## config.mk

```make
export PLATFORM = sky130hd
export DESIGN_NAME = utf8_sentence_clause_splitter
export DESIGN_NICKNAME = d
export VERILOG_FILES = /design/src/design/uscs_pkg.sv /design/src/design/utf8_sentence_clause_splitter.sv /design/src/design/uscs_decoder.sv /design/src/design/uscs_chunker.sv
export SDC_FILE = /design/constraint.sdc
export NUM_CORES = 1
export LEC_CHECK = 0
export ABC_CLOCK_PERIOD_IN_PS = 15300
export BUFFER_PORTS_ARGS = -buffer_cell sky130_fd_sc_hd__buf_2
export CORE_ASPECT_RATIO = 0.8
export CORE_UTILIZATION = 35
export CTS_CLUSTER_SIZE = 25
export DETAILED_ROUTE_END_ITERATION = 8
export PLACE_DENSITY = 0.62
export SYNTH_ARGS = -nofsm -noshare
export SYNTH_HDL_FRONTEND = slang
export SYNTH_HIERARCHICAL = 1
export SYNTH_SLANG_ARGS = --single-unit
```

## constraint.sdc

```tcl
create_clock -name clk -period 15.3 [get_ports clk]
set_input_delay 0 -clock clk [delete_from_list [all_inputs] [get_ports clk]]
set_output_delay 0 -clock clk [all_outputs]
set_load 0.005 [all_outputs]
```

## src/design/uscs_pkg.sv

```systemverilog
// Shared types and constants of the UTF-8 sentence / clause splitter.
// Used by the decoder, the chunk tracker and the top level; depends on nothing.
package uscs_pkg;

	localparam int unsigned MAX_TEXT_BYTES = 65536;
	localparam int POS_W   = $clog2(MAX_TEXT_BYTES + 1);
	localparam int OFF_W   = $clog2(MAX_TEXT_BYTES);
	localparam int BEGIN_W = 16;
	localparam int END_W   = 17;
	localparam int CP_W    = 21;

	// split modes
	localparam logic MODE_SENTENCE = 1'b0;
	localparam logic MODE_CLAUSE   = 1'b1;

	// code points of interest
	localparam logic [CP_W-1:0] CP_TAB        = 21'h00009;
	localparam logic [CP_W-1:0] CP_LF         = 21'h0000A;
	localparam logic [CP_W-1:0] CP_FF         = 21'h0000C;
	localparam logic [CP_W-1:0] CP_CR         = 21'h0000D;
	localparam logic [CP_W-1:0] CP_SPACE      = 21'h00020;
	localparam logic [CP_W-1:0] CP_NBSP       = 21'h000A0;
	localparam logic [CP_W-1:0] CP_OGHAM_SP   = 21'h01680;
	localparam logic [CP_W-1:0] CP_EN_QUAD    = 21'h02000;
	localparam logic [CP_W-1:0] CP_HAIR_SP    = 21'h0200A;
	localparam logic [CP_W-1:0] CP_NNBSP      = 21'h0202F;
	localparam logic [CP_W-1:0] CP_MMSP       = 21'h0205F;
	localparam logic [CP_W-1:0] CP_IDEO_SP    = 21'h03000;
	localparam logic [CP_W-1:0] CP_EXCL       = 21'h00021;
	localparam logic [CP_W-1:0] CP_STOP       = 21'h0002E;
	localparam logic [CP_W-1:0] CP_QUEST      = 21'h0003F;
	localparam logic [CP_W-1:0] CP_IDEO_STOP  = 21'h03002;
	localparam logic [CP_W-1:0] CP_FW_EXCL    = 21'h0FF01;
	localparam logic [CP_W-1:0] CP_FW_QUEST   = 21'h0FF1F;
	localparam logic [CP_W-1:0] CP_COMMA      = 21'h0002C;
	localparam logic [CP_W-1:0] CP_SEMI       = 21'h0003B;
	localparam logic [CP_W-1:0] CP_FW_COMMA   = 21'h0FF0C;
	localparam logic [CP_W-1:0] CP_FW_SEMI    = 21'h0FF1B;

	// advance / end-of-text control shared by the state-holding units
	typedef struct packed {
		logic step;
		logic last;
	} step_ctl_t;

	// decoder result for one byte
	typedef struct packed {
		logic            cp_valid;
		logic [CP_W-1:0] cp;
		logic [OFF_W-1:0] cp_begin;
		logic [POS_W-1:0] end_pos;
		logic            overflow;
	} dec_out_t;

	// chunk tracker result for one byte
	typedef struct packed {
		logic            have;
		logic [OFF_W-1:0] cb;
		logic [POS_W-1:0] ce;
	} chunk_out_t;

endpackage

```

## src/design/utf8_sentence_clause_splitter.sv

```systemverilog
// Top level of the UTF-8 sentence / clause splitter: input and result registers,
// split mode register. Depends on uscs_pkg, uscs_decoder and uscs_chunker.
//
//  channel | signals                                   | transfer when
//  --------+-------------------------------------------+-------------------------------
//  text    | text_valid, text_stall, data_byte,        | text_valid && !text_stall
//          | last_byte                                 |
//  result  | result_valid, result_stall, chunk_valid,  | result_valid && !result_stall
//          | chunk_begin, chunk_end, text_done,        |
//          | length_overflow                           |
//  config  | cfg_valid, cfg_ready, split_mode          | cfg_valid && cfg_ready
//
// One byte per cycle sustained while result_stall does not hold the result register.
// A byte is decoded and classified while it sits in the input register; its result
// (if any) loads into the result register at the next advancing edge and is offered
// from there. Reset returns all text state and the split mode to their initial values.
// A stall on the result side holds the result register; the input register drains
// even bytes that give no result only once the result register frees, so a result
// stall reaches text_stall in the same cycle.
module utf8_sentence_clause_splitter (
	input  logic        clk,
	input  logic        arst_n,
	// text channel
	input  logic        text_valid,
	output logic        text_stall,
	input  logic [7:0]  data_byte,
	input  logic        last_byte,
	// result channel
	output logic        result_valid,
	input  logic        result_stall,
	output logic        chunk_valid,
	output logic [15:0] chunk_begin,
	output logic [16:0] chunk_end,
	output logic        text_done,
	output logic        length_overflow,
	// configuration
	input  logic        cfg_valid,
	output logic        cfg_ready,
	input  logic        split_mode
);
	import uscs_pkg::*;

	// input register
	logic       valid_s1;
	logic [7:0] byte_s1;
	logic       last_s1;

	// result register
	logic               valid_s2;
	logic               chunk_valid_s2;
	logic [BEGIN_W-1:0] begin_s2;
	logic [END_W-1:0]   end_s2;
	logic               done_s2;
	logic               ovf_s2;

	logic       mode_q;
	logic       advance;
	logic       emit;
	step_ctl_t  ctl;
	dec_out_t   dec;
	chunk_out_t res;

	// advance the held byte when the result register is free or being taken
	assign advance    = valid_s1 && (!valid_s2 || !result_stall);
	assign text_stall = valid_s1 && !advance;
	assign cfg_ready  = 1'b1;

	assign ctl.step = advance;
	assign ctl.last = last_s1;

	uscs_decoder u_decoder (
		.clk       (clk),
		.arst_n    (arst_n),
		.ctl       (ctl),
		.data_byte (byte_s1),
		.dec       (dec)
	);

	uscs_chunker u_chunker (
		.clk        (clk),
		.arst_n     (arst_n),
		.ctl        (ctl),
		.split_mode (mode_q),
		.dec        (dec),
		.res        (res)
	);

	// a final byte always gives a result, other bytes only when a chunk closes
	assign emit = res.have || last_s1;

	always_ff @(posedge clk or negedge arst_n) begin
		if (!arst_n) begin
			mode_q <= MODE_SENTENCE;
		end else if (cfg_valid && cfg_ready) begin
			mode_q <= split_mode;
		end
	end

	// hold the byte while stalled, load a new one on each transfer
	always_ff @(posedge clk or negedge arst_n) begin
		if (!arst_n) begin
			valid_s1 <= 1'b0;
		end else if (text_valid && !text_stall) begin
			valid_s1 <= 1'b1;
		end else if (advance) begin
			valid_s1 <= 1'b0;
		end
	end

	always_ff @(posedge clk) begin
		if (text_valid && !text_stall) begin
			byte_s1 <= data_byte;
			last_s1 <= last_byte;
		end
	end

	always_ff @(posedge clk or negedge arst_n) begin
		if (!arst_n) begin
			valid_s2 <= 1'b0;
		end else if (advance) begin
			valid_s2 <= emit;
		end else if (!result_stall) begin
			valid_s2 <= 1'b0;
		end
	end

	// drop the range to zero when no chunk is carried
	always_ff @(posedge clk) begin
		if (advance && emit) begin
			chunk_valid_s2 <= res.have;
			begin_s2       <= res.have ? BEGIN_W'(res.cb) : '0;
			end_s2         <= res.have ? END_W'(res.ce) : '0;
			done_s2        <= last_s1;
			ovf_s2         <= dec.overflow;
		end
	end

	assign result_valid    = valid_s2;
	assign chunk_valid     = chunk_valid_s2;
	assign chunk_begin     = begin_s2;
	assign chunk_end       = end_s2;
	assign text_done       = done_s2;
	assign length_overflow = ovf_s2;

endmodule

```

## src/design/uscs_decoder.sv

```systemverilog
// Strict UTF-8 decoder with byte position and overflow tracking.
// Depends on uscs_pkg.
module uscs_decoder (
	input  logic               clk,
	input  logic               arst_n,
	input  uscs_pkg::step_ctl_t ctl,
	input  logic [7:0]         data_byte,
	output uscs_pkg::dec_out_t dec
);
	import uscs_pkg::*;

	logic [POS_W-1:0] pos_q;
	logic             ovf_q;
	logic [1:0]       rem_q;
	logic [2:0]       len_q;
	logic [CP_W-1:0]  part_q;
	logic [OFF_W-1:0] sbeg_q;

	logic [POS_W-1:0] pos_n;
	logic             ovf_n;
	logic [1:0]       rem_n;
	logic [2:0]       len_n;
	logic [CP_W-1:0]  part_n;
	logic [OFF_W-1:0] sbeg_n;
	logic             at_max;
	logic [OFF_W-1:0] offset;
	logic             cont_ok;
	logic             first_cont;

	always_comb begin
		at_max = (pos_q == POS_W'(MAX_TEXT_BYTES));
		offset = at_max ? OFF_W'(MAX_TEXT_BYTES - 1) : pos_q[OFF_W-1:0];
		pos_n  = at_max ? pos_q : pos_q + 1'b1;
		ovf_n  = ovf_q | at_max;

		rem_n  = rem_q;
		len_n  = len_q;
		part_n = part_q;
		sbeg_n = sbeg_q;

		dec.cp_valid = 1'b0;
		dec.cp       = {13'd0, data_byte};
		dec.cp_begin = offset;
		dec.end_pos  = pos_n;
		dec.overflow = ovf_n;

		// check continuation, with the tighter ranges on the second byte
		first_cont = ({1'b0, rem_q} + 3'd1 == len_q);
		cont_ok    = (data_byte[7:6] == 2'b10);
		if (cont_ok && first_cont) begin
			if (len_q == 3'd3 && part_q == 21'd0)
				cont_ok = (data_byte >= 8'hA0);
			else if (len_q == 3'd3 && part_q == 21'hD)
				cont_ok = (data_byte <= 8'h9F);
			else if (len_q == 3'd4 && part_q == 21'd0)
				cont_ok = (data_byte >= 8'h90);
			else if (len_q == 3'd4 && part_q == 21'd4)
				cont_ok = (data_byte <= 8'h8F);
		end

		if (rem_q != 2'd0 && cont_ok) begin
			part_n = {part_q[CP_W-7:0], data_byte[5:0]};
			rem_n  = rem_q - 2'd1;
			if (rem_n == 2'd0) begin
				dec.cp_valid = 1'b1;
				dec.cp       = part_n;
				dec.cp_begin = sbeg_q;
			end
		end else begin
			// drop any broken sequence and treat the byte as a lead
			rem_n = 2'd0;
			if (!data_byte[7]) begin
				dec.cp_valid = 1'b1;
			end else if (data_byte >= 8'hC2 && data_byte <= 8'hF4) begin
				sbeg_n = offset;
				if (data_byte < 8'hE0) begin
					len_n  = 3'd2;
					part_n = {16'd0, data_byte[4:0]};
				end else if (data_byte < 8'hF0) begin
					len_n  = 3'd3;
					part_n = {17'd0, data_byte[3:0]};
				end else begin
					len_n  = 3'd4;
					part_n = {18'd0, data_byte[2:0]};
				end
				rem_n = 2'(len_n - 3'd1);
			end
		end
	end

	always_ff @(posedge clk or negedge arst_n) begin
		if (!arst_n) begin
			pos_q  <= '0;
			ovf_q  <= 1'b0;
			rem_q  <= 2'd0;
			len_q  <= 3'd0;
			part_q <= '0;
			sbeg_q <= '0;
		end else if (ctl.step) begin
			if (ctl.last) begin
				pos_q  <= '0;
				ovf_q  <= 1'b0;
				rem_q  <= 2'd0;
				len_q  <= 3'd0;
				part_q <= '0;
				sbeg_q <= '0;
			end else begin
				pos_q  <= pos_n;
				ovf_q  <= ovf_n;
				rem_q  <= rem_n;
				len_q  <= len_n;
				part_q <= part_n;
				sbeg_q <= sbeg_n;
			end
		end
	end

endmodule

```

## src/design/uscs_chunker.sv

```systemverilog
// Chunk tracker: white-space trimming, split marks and end-of-text chunk.
// Depends on uscs_pkg.
module uscs_chunker (
	input  logic                 clk,
	input  logic                 arst_n,
	input  uscs_pkg::step_ctl_t  ctl,
	input  logic                 split_mode,
	input  uscs_pkg::dec_out_t   dec,
	output uscs_pkg::chunk_out_t res
);
	import uscs_pkg::*;

	function automatic logic is_white(input logic [CP_W-1:0] cp);
		return cp == CP_SPACE || cp == CP_NBSP || cp == CP_OGHAM_SP ||
		       (cp >= CP_EN_QUAD && cp <= CP_HAIR_SP) || cp == CP_NNBSP ||
		       cp == CP_MMSP || cp == CP_IDEO_SP ||
		       cp == CP_TAB || cp == CP_LF || cp == CP_CR || cp == CP_FF;
	endfunction

	function automatic logic is_ender(input logic [CP_W-1:0] cp);
		return cp == CP_EXCL || cp == CP_STOP || cp == CP_QUEST ||
		       cp == CP_IDEO_STOP || cp == CP_FW_EXCL || cp == CP_FW_QUEST;
	endfunction

	function automatic logic is_clause(input logic [CP_W-1:0] cp);
		return cp == CP_COMMA || cp == CP_SEMI || cp == CP_FW_COMMA || cp == CP_FW_SEMI;
	endfunction

	logic             open_q, trim_q, any_q;
	logic [OFF_W-1:0] obeg_q;
	logic             open_n, trim_n, any_n;
	logic [OFF_W-1:0] obeg_n;
	logic             ender, splits;

	always_comb begin
		open_n = open_q;
		trim_n = trim_q;
		any_n  = any_q;
		obeg_n = obeg_q;
		res.have = 1'b0;
		res.cb   = obeg_q;
		res.ce   = dec.end_pos;

		ender  = is_ender(dec.cp);
		splits = ender || (split_mode == MODE_CLAUSE && is_clause(dec.cp));

		if (dec.cp_valid && !(!open_q && trim_q && is_white(dec.cp))) begin
			if (splits) begin
				if (open_q) begin
					res.have = 1'b1;
					open_n   = 1'b0;
					any_n    = 1'b1;
					trim_n   = (split_mode == MODE_CLAUSE) ? ender : 1'b1;
				end
			end else if (!open_q) begin
				open_n = 1'b1;
				obeg_n = dec.cp_begin;
				trim_n = 1'b0;
			end
		end

		// close the trailing chunk, or report the whole text
		if (ctl.last && !res.have) begin
			if (open_n) begin
				res.have = 1'b1;
				res.cb   = obeg_n;
			end else if (!any_n) begin
				res.have = 1'b1;
				res.cb   = '0;
			end
		end
	end

	always_ff @(posedge clk or negedge arst_n) begin
		if (!arst_n) begin
			open_q <= 1'b0;
			trim_q <= 1'b1;
			any_q  <= 1'b0;
			obeg_q <= '0;
		end else if (ctl.step) begin
			if (ctl.last) begin
				open_q <= 1'b0;
				trim_q <= 1'b1;
				any_q  <= 1'b0;
				obeg_q <= '0;
			end else begin
				open_q <= open_n;
				trim_q <= trim_n;
				any_q  <= any_n;
				obeg_q <= obeg_n;
			end
		end
	end

endmodule

```

==> impl_metrics.py <==
metrics = {
    "worst_setup_path": {
        "end_kind": "flop",
        "crit_start": "u_decoder/rem_q[0]",
        "cp_max_fo": 36,
        "worstSetupStartpointType": "flop",
        "cp.arrival_ns": 5.65,
        "worstReg2RegStart": "u_decoder/rem_q[0]",
        "critical_path_class": "reg -> reg",
        "cp-endpoint": "chunk_begin[0]",
        "crit_required_ns": 15.35,
        "reg2regPathDepth": 15,
        "worst_r2r_endpoint": "chunk_begin[0]",
        "r2r_setup_slack_ns": 9.69,
    },
    "routing": {
        "wl_per_cell_um": 16.5,
        "via_per_inst": 5.41,
        "routed_wl_um": 17200,
        "ant_nets": 0,
        "drtIter0Drc": 534,
        "drc": 0,
        "drt_pass1_iterations": 6,
        "vias": 5652,
    },
    "timing": {
        "finalSetupViolCount": 0,
        "slew_headroom": 0.273,
        "finClkSkew_ns": 0.0102,
        "worst_slew_pin_slew_ns": 1.09,
        "max_freq_mhz": 178,
        "min_period_over_period": 0.366,
        "rsz0062_at_grt": "no",
        "finalCriticalPeriod_ns": 5.61,
        "hold_viol": 0,
        "finalSetupTns_ns": 0,
        "drv_slew": 0,
    },
    "clock_tree": {
        "tritoncts": "built",
        "clk_pin_slew_worst_paths_ns": 0.06,
        "cts_setup_buffers": 0,
        "hold_buffers": 14,
        "numCtsBuffers": 17,
        "post_cts_resized": 0,
        "clkSinkCount": 127,
        "clk_path_buf_depth": 2,
        "cts_max_level": 4,
        "insertion_delay_ns": 0.42,
        "root_buffer": "clkbuf_16",
    },
    "place": {
        "place.detailed.hpwl_um": 10900,
        "io_buffers": 52,
        "placedInstanceArea_mm2": 0.00760,
        "gp_congestion": 0.859,
    },
    "global_routing": {
        "grt_pass1_vias": 5258,
        "grt_max_degree": 66,
        "grt_pass1_wl_um": 27900,
        "antenna_found_initial": 0,
        "grt_overflow": 0,
        "grtUsageTotal": 0.165,
    },
    "power_and_ir_drop": {
        "peakVddDrop_mv": 0.0872,
        "switching_share": 0.304,
        "pwr-share-seq": 0.429,
        "switching_power_uw": 295,
        "p_clk_frac": 0.416,
        "p_int_uw": 674,
        "p_per_area_mw_per_mm2": 116,
        "p_leak_uw": 0.00341,
        "comb_power_share": 0.155,
    },
    "logic_synthesis": {
        "yosysWarnings": 6,
        "synth_top_family_by_area": "simple AND/OR/NAND/NOR gates",
        "synth-async-reset-ratio": 0.646,
        "synth_fa_ha_area_frac": 0.0102,
        "dominantRegCellSynth": "dfrtp_1",
        "syn_avg_cell_area_um2": 9.80,
        "synth-simple-area-share": 0.234,
        "ys_types": 76,
        "muxShareOfSynthArea": 0.0461,
        "synth_nets": 774,
        "synth_xor_area_frac": 0.0249,
        "syn-cell-area_mm2": 0.00738,
        "synth_seq_cells": 127,
        "synth_compound_gate_area_share": 0.146,
        "ys_seq_area_frac": 0.461,
        "synthCells": 753,
        "synth-edff-count": 45,
    },
    "floorplanning": {
        "initial_core_util": 0.357,
        "core_area_mm2": 0.0207,
        "ios": 54,
        "dieHeight_um": 132,
        "die_w_um": 164,
        "die_area_mm2": 0.0217,
        "fp-row-count": 47,
    },
    "hold_path": {
        "hp-class": "in -> async",
    },
    "flow_run": {
        "maxCapViolCount": 0,
    },
    "cells_and_area": {
        "nets": 783,
        "layout_commonest_cell": "nand2_1",
        "antenna_cells": 0,
        "syn_to_final_growth_pct": 12.9,
        "fillerInstances": 2027,
        "most-common-layout-cells": "nand2_1 (105), dfrtp_1 (81), buf_2 (51)",
        "final_layout_size_suffix_gt1_frac": 0.177,
        "fin_area_mm2": 0.00833,
    },
    "run_status": {
        "outcome": "completed",
    },
}
## cells in the mapped netlist, types with 3 or more instances
master	n	area (µm²)
a211oi_1	5	37.5
a21oi_1	10	50.1
a22o_1	22	193
a311o_1	21	210
and2_1	38	238
and2_2	13	97.6
and3_1	7	43.8
and4_1	3	26.3
buf_2	10	50.1
buf_4	27	203
buf_6	3	33.8
clkbuf_1	38	143
clkbuf_2	3	15.0
dfrtp_1	81	2030
edfxtp_1	45	1350
ha_1	6	75.1
inv_1	29	109
mux2_2	16	180
mux2i_1	16	160
nand2_1	105	394
nand2b_1	15	93.8
nand3_1	17	85.1
nand4_1	11	68.8
nor2_1	20	75.1
nor2b_1	21	131
nor3_1	6	30.0
nor4_1	26	163
nor4b_1	6	52.6
o2111ai_1	3	26.3
o21ai_0	43	215
o31ai_1	10	75.1
o41ai_1	3	26.3
or4_1	3	22.5
xnor2_1	12	105
xor2_1	9	78.8
## how the worst min path moves through the flow
stage                     slack, ns  cells past startpoint   start      to
final                          0.02                      2  arst_n  mode_q
after global routing           0.04                      2  arst_n  mode_q
after CTS                      0.02                      2  arst_n  mode_q
after detailed placement      -0.07                      1  arst_n  mode_q
after global placement        -0.07                      1  arst_n  mode_q
after floorplan               -0.30                      0  arst_n  mode_q
## cell families (layout without fill, tap and decap cells)
kind of cell,count (synthesis),count (layout)
and+or+nand+nor,310,310
AOI/OAI and AO/OA,144,144
DFF,127,127
buffers and inverters,112,134
muxes,32,32
xor gates and xnor gates,21,21
adders and majority gates,6,6
other,1,1
## state kept, by name, summed over array words and instances (netlist names)
name              count
u_decoder/part_q     21
chunk_end            17
u_decoder/pos_q      17
chunk_begin          16
u_chunker/obeg_q     16
u_decoder/sbeg_q     16
byte_s1               8
u_decoder/len_q       3
u_decoder/rem_q       2
chunk_valid           1
last_s1               1
length_overflow       1
mode_q                1
result_valid          1
text_done             1
u_chunker/any_q       1
u_chunker/open_q      1
u_chunker/trim_q      1
u_decoder/ovf_q       1
valid_s1              1
## layout make-up
cell class,instances,area (µm²),share of cell area
clock buffer,18,439,0.0527
clock inverter,14,145,0.0174
inverter,30,113,0.0135
multi-input combinational,514,3440,0.413
sequential,127,3400,0.409
tap,269,337,0.0404
timing repair buffer,72,448,0.0538
## power groups by stage
stage               Sequential (µW)  Clock [µW]  Combinational [µW]
global route                    420         426                 168
detailed placement              421           0                 148
floorplan                       409           0                 118
CTS                             415         411                 151
global placement                421           0                 146
finish                          416         403                 150
## worst max-delay path: stages (launching register included)
cell	delay (ns)
dfrtp_1	0.41
inv_1	0.09
ha_1	0.33
xor2_1	0.16
or4_1	0.41
nor4_2	0.45
a311oi_4	0.15
buf_4	0.27
and2_1	0.20
or4_4	0.56
nor2_1	0.30
and4_1	0.24
a22o_1	0.73
o22a_1	0.27
o22ai_2	0.08
o21a_2	0.53
## per-stage QoR
stage / total power [µW] / setup slack (ns) / cells / util / hold WS [ns]
floorplan: 527 / 9.94 / 753 / - / -0.296
global placement: 567 / 9.85 / 998 / 0.367 / -0.0714
detailed placement: 569 / 9.74 / 998 / 0.367 / -0.0743
CTS: 977 / 9.73 / 1044 / 0.402 / 0.0221
global route: 1010 / 9.39 / 1044 / 0.402 / 0.0375
finish: 969 / 9.69 / 1044 / 0.402 / 0.0161
## metal layers
metal | GRT usage | up-vias | share of wire
li1 | - | 2706 | -
met1 | 0.233 | 2744 | 0.48
met2 | 0.249 | 187 | 0.46
met3 | 0.0399 | 15 | 0.057
met4 | 0.0478 | 0 | 0.011
met5 | 0 | - | 0
No activity file was read; power rests on OpenSTA's default activity.
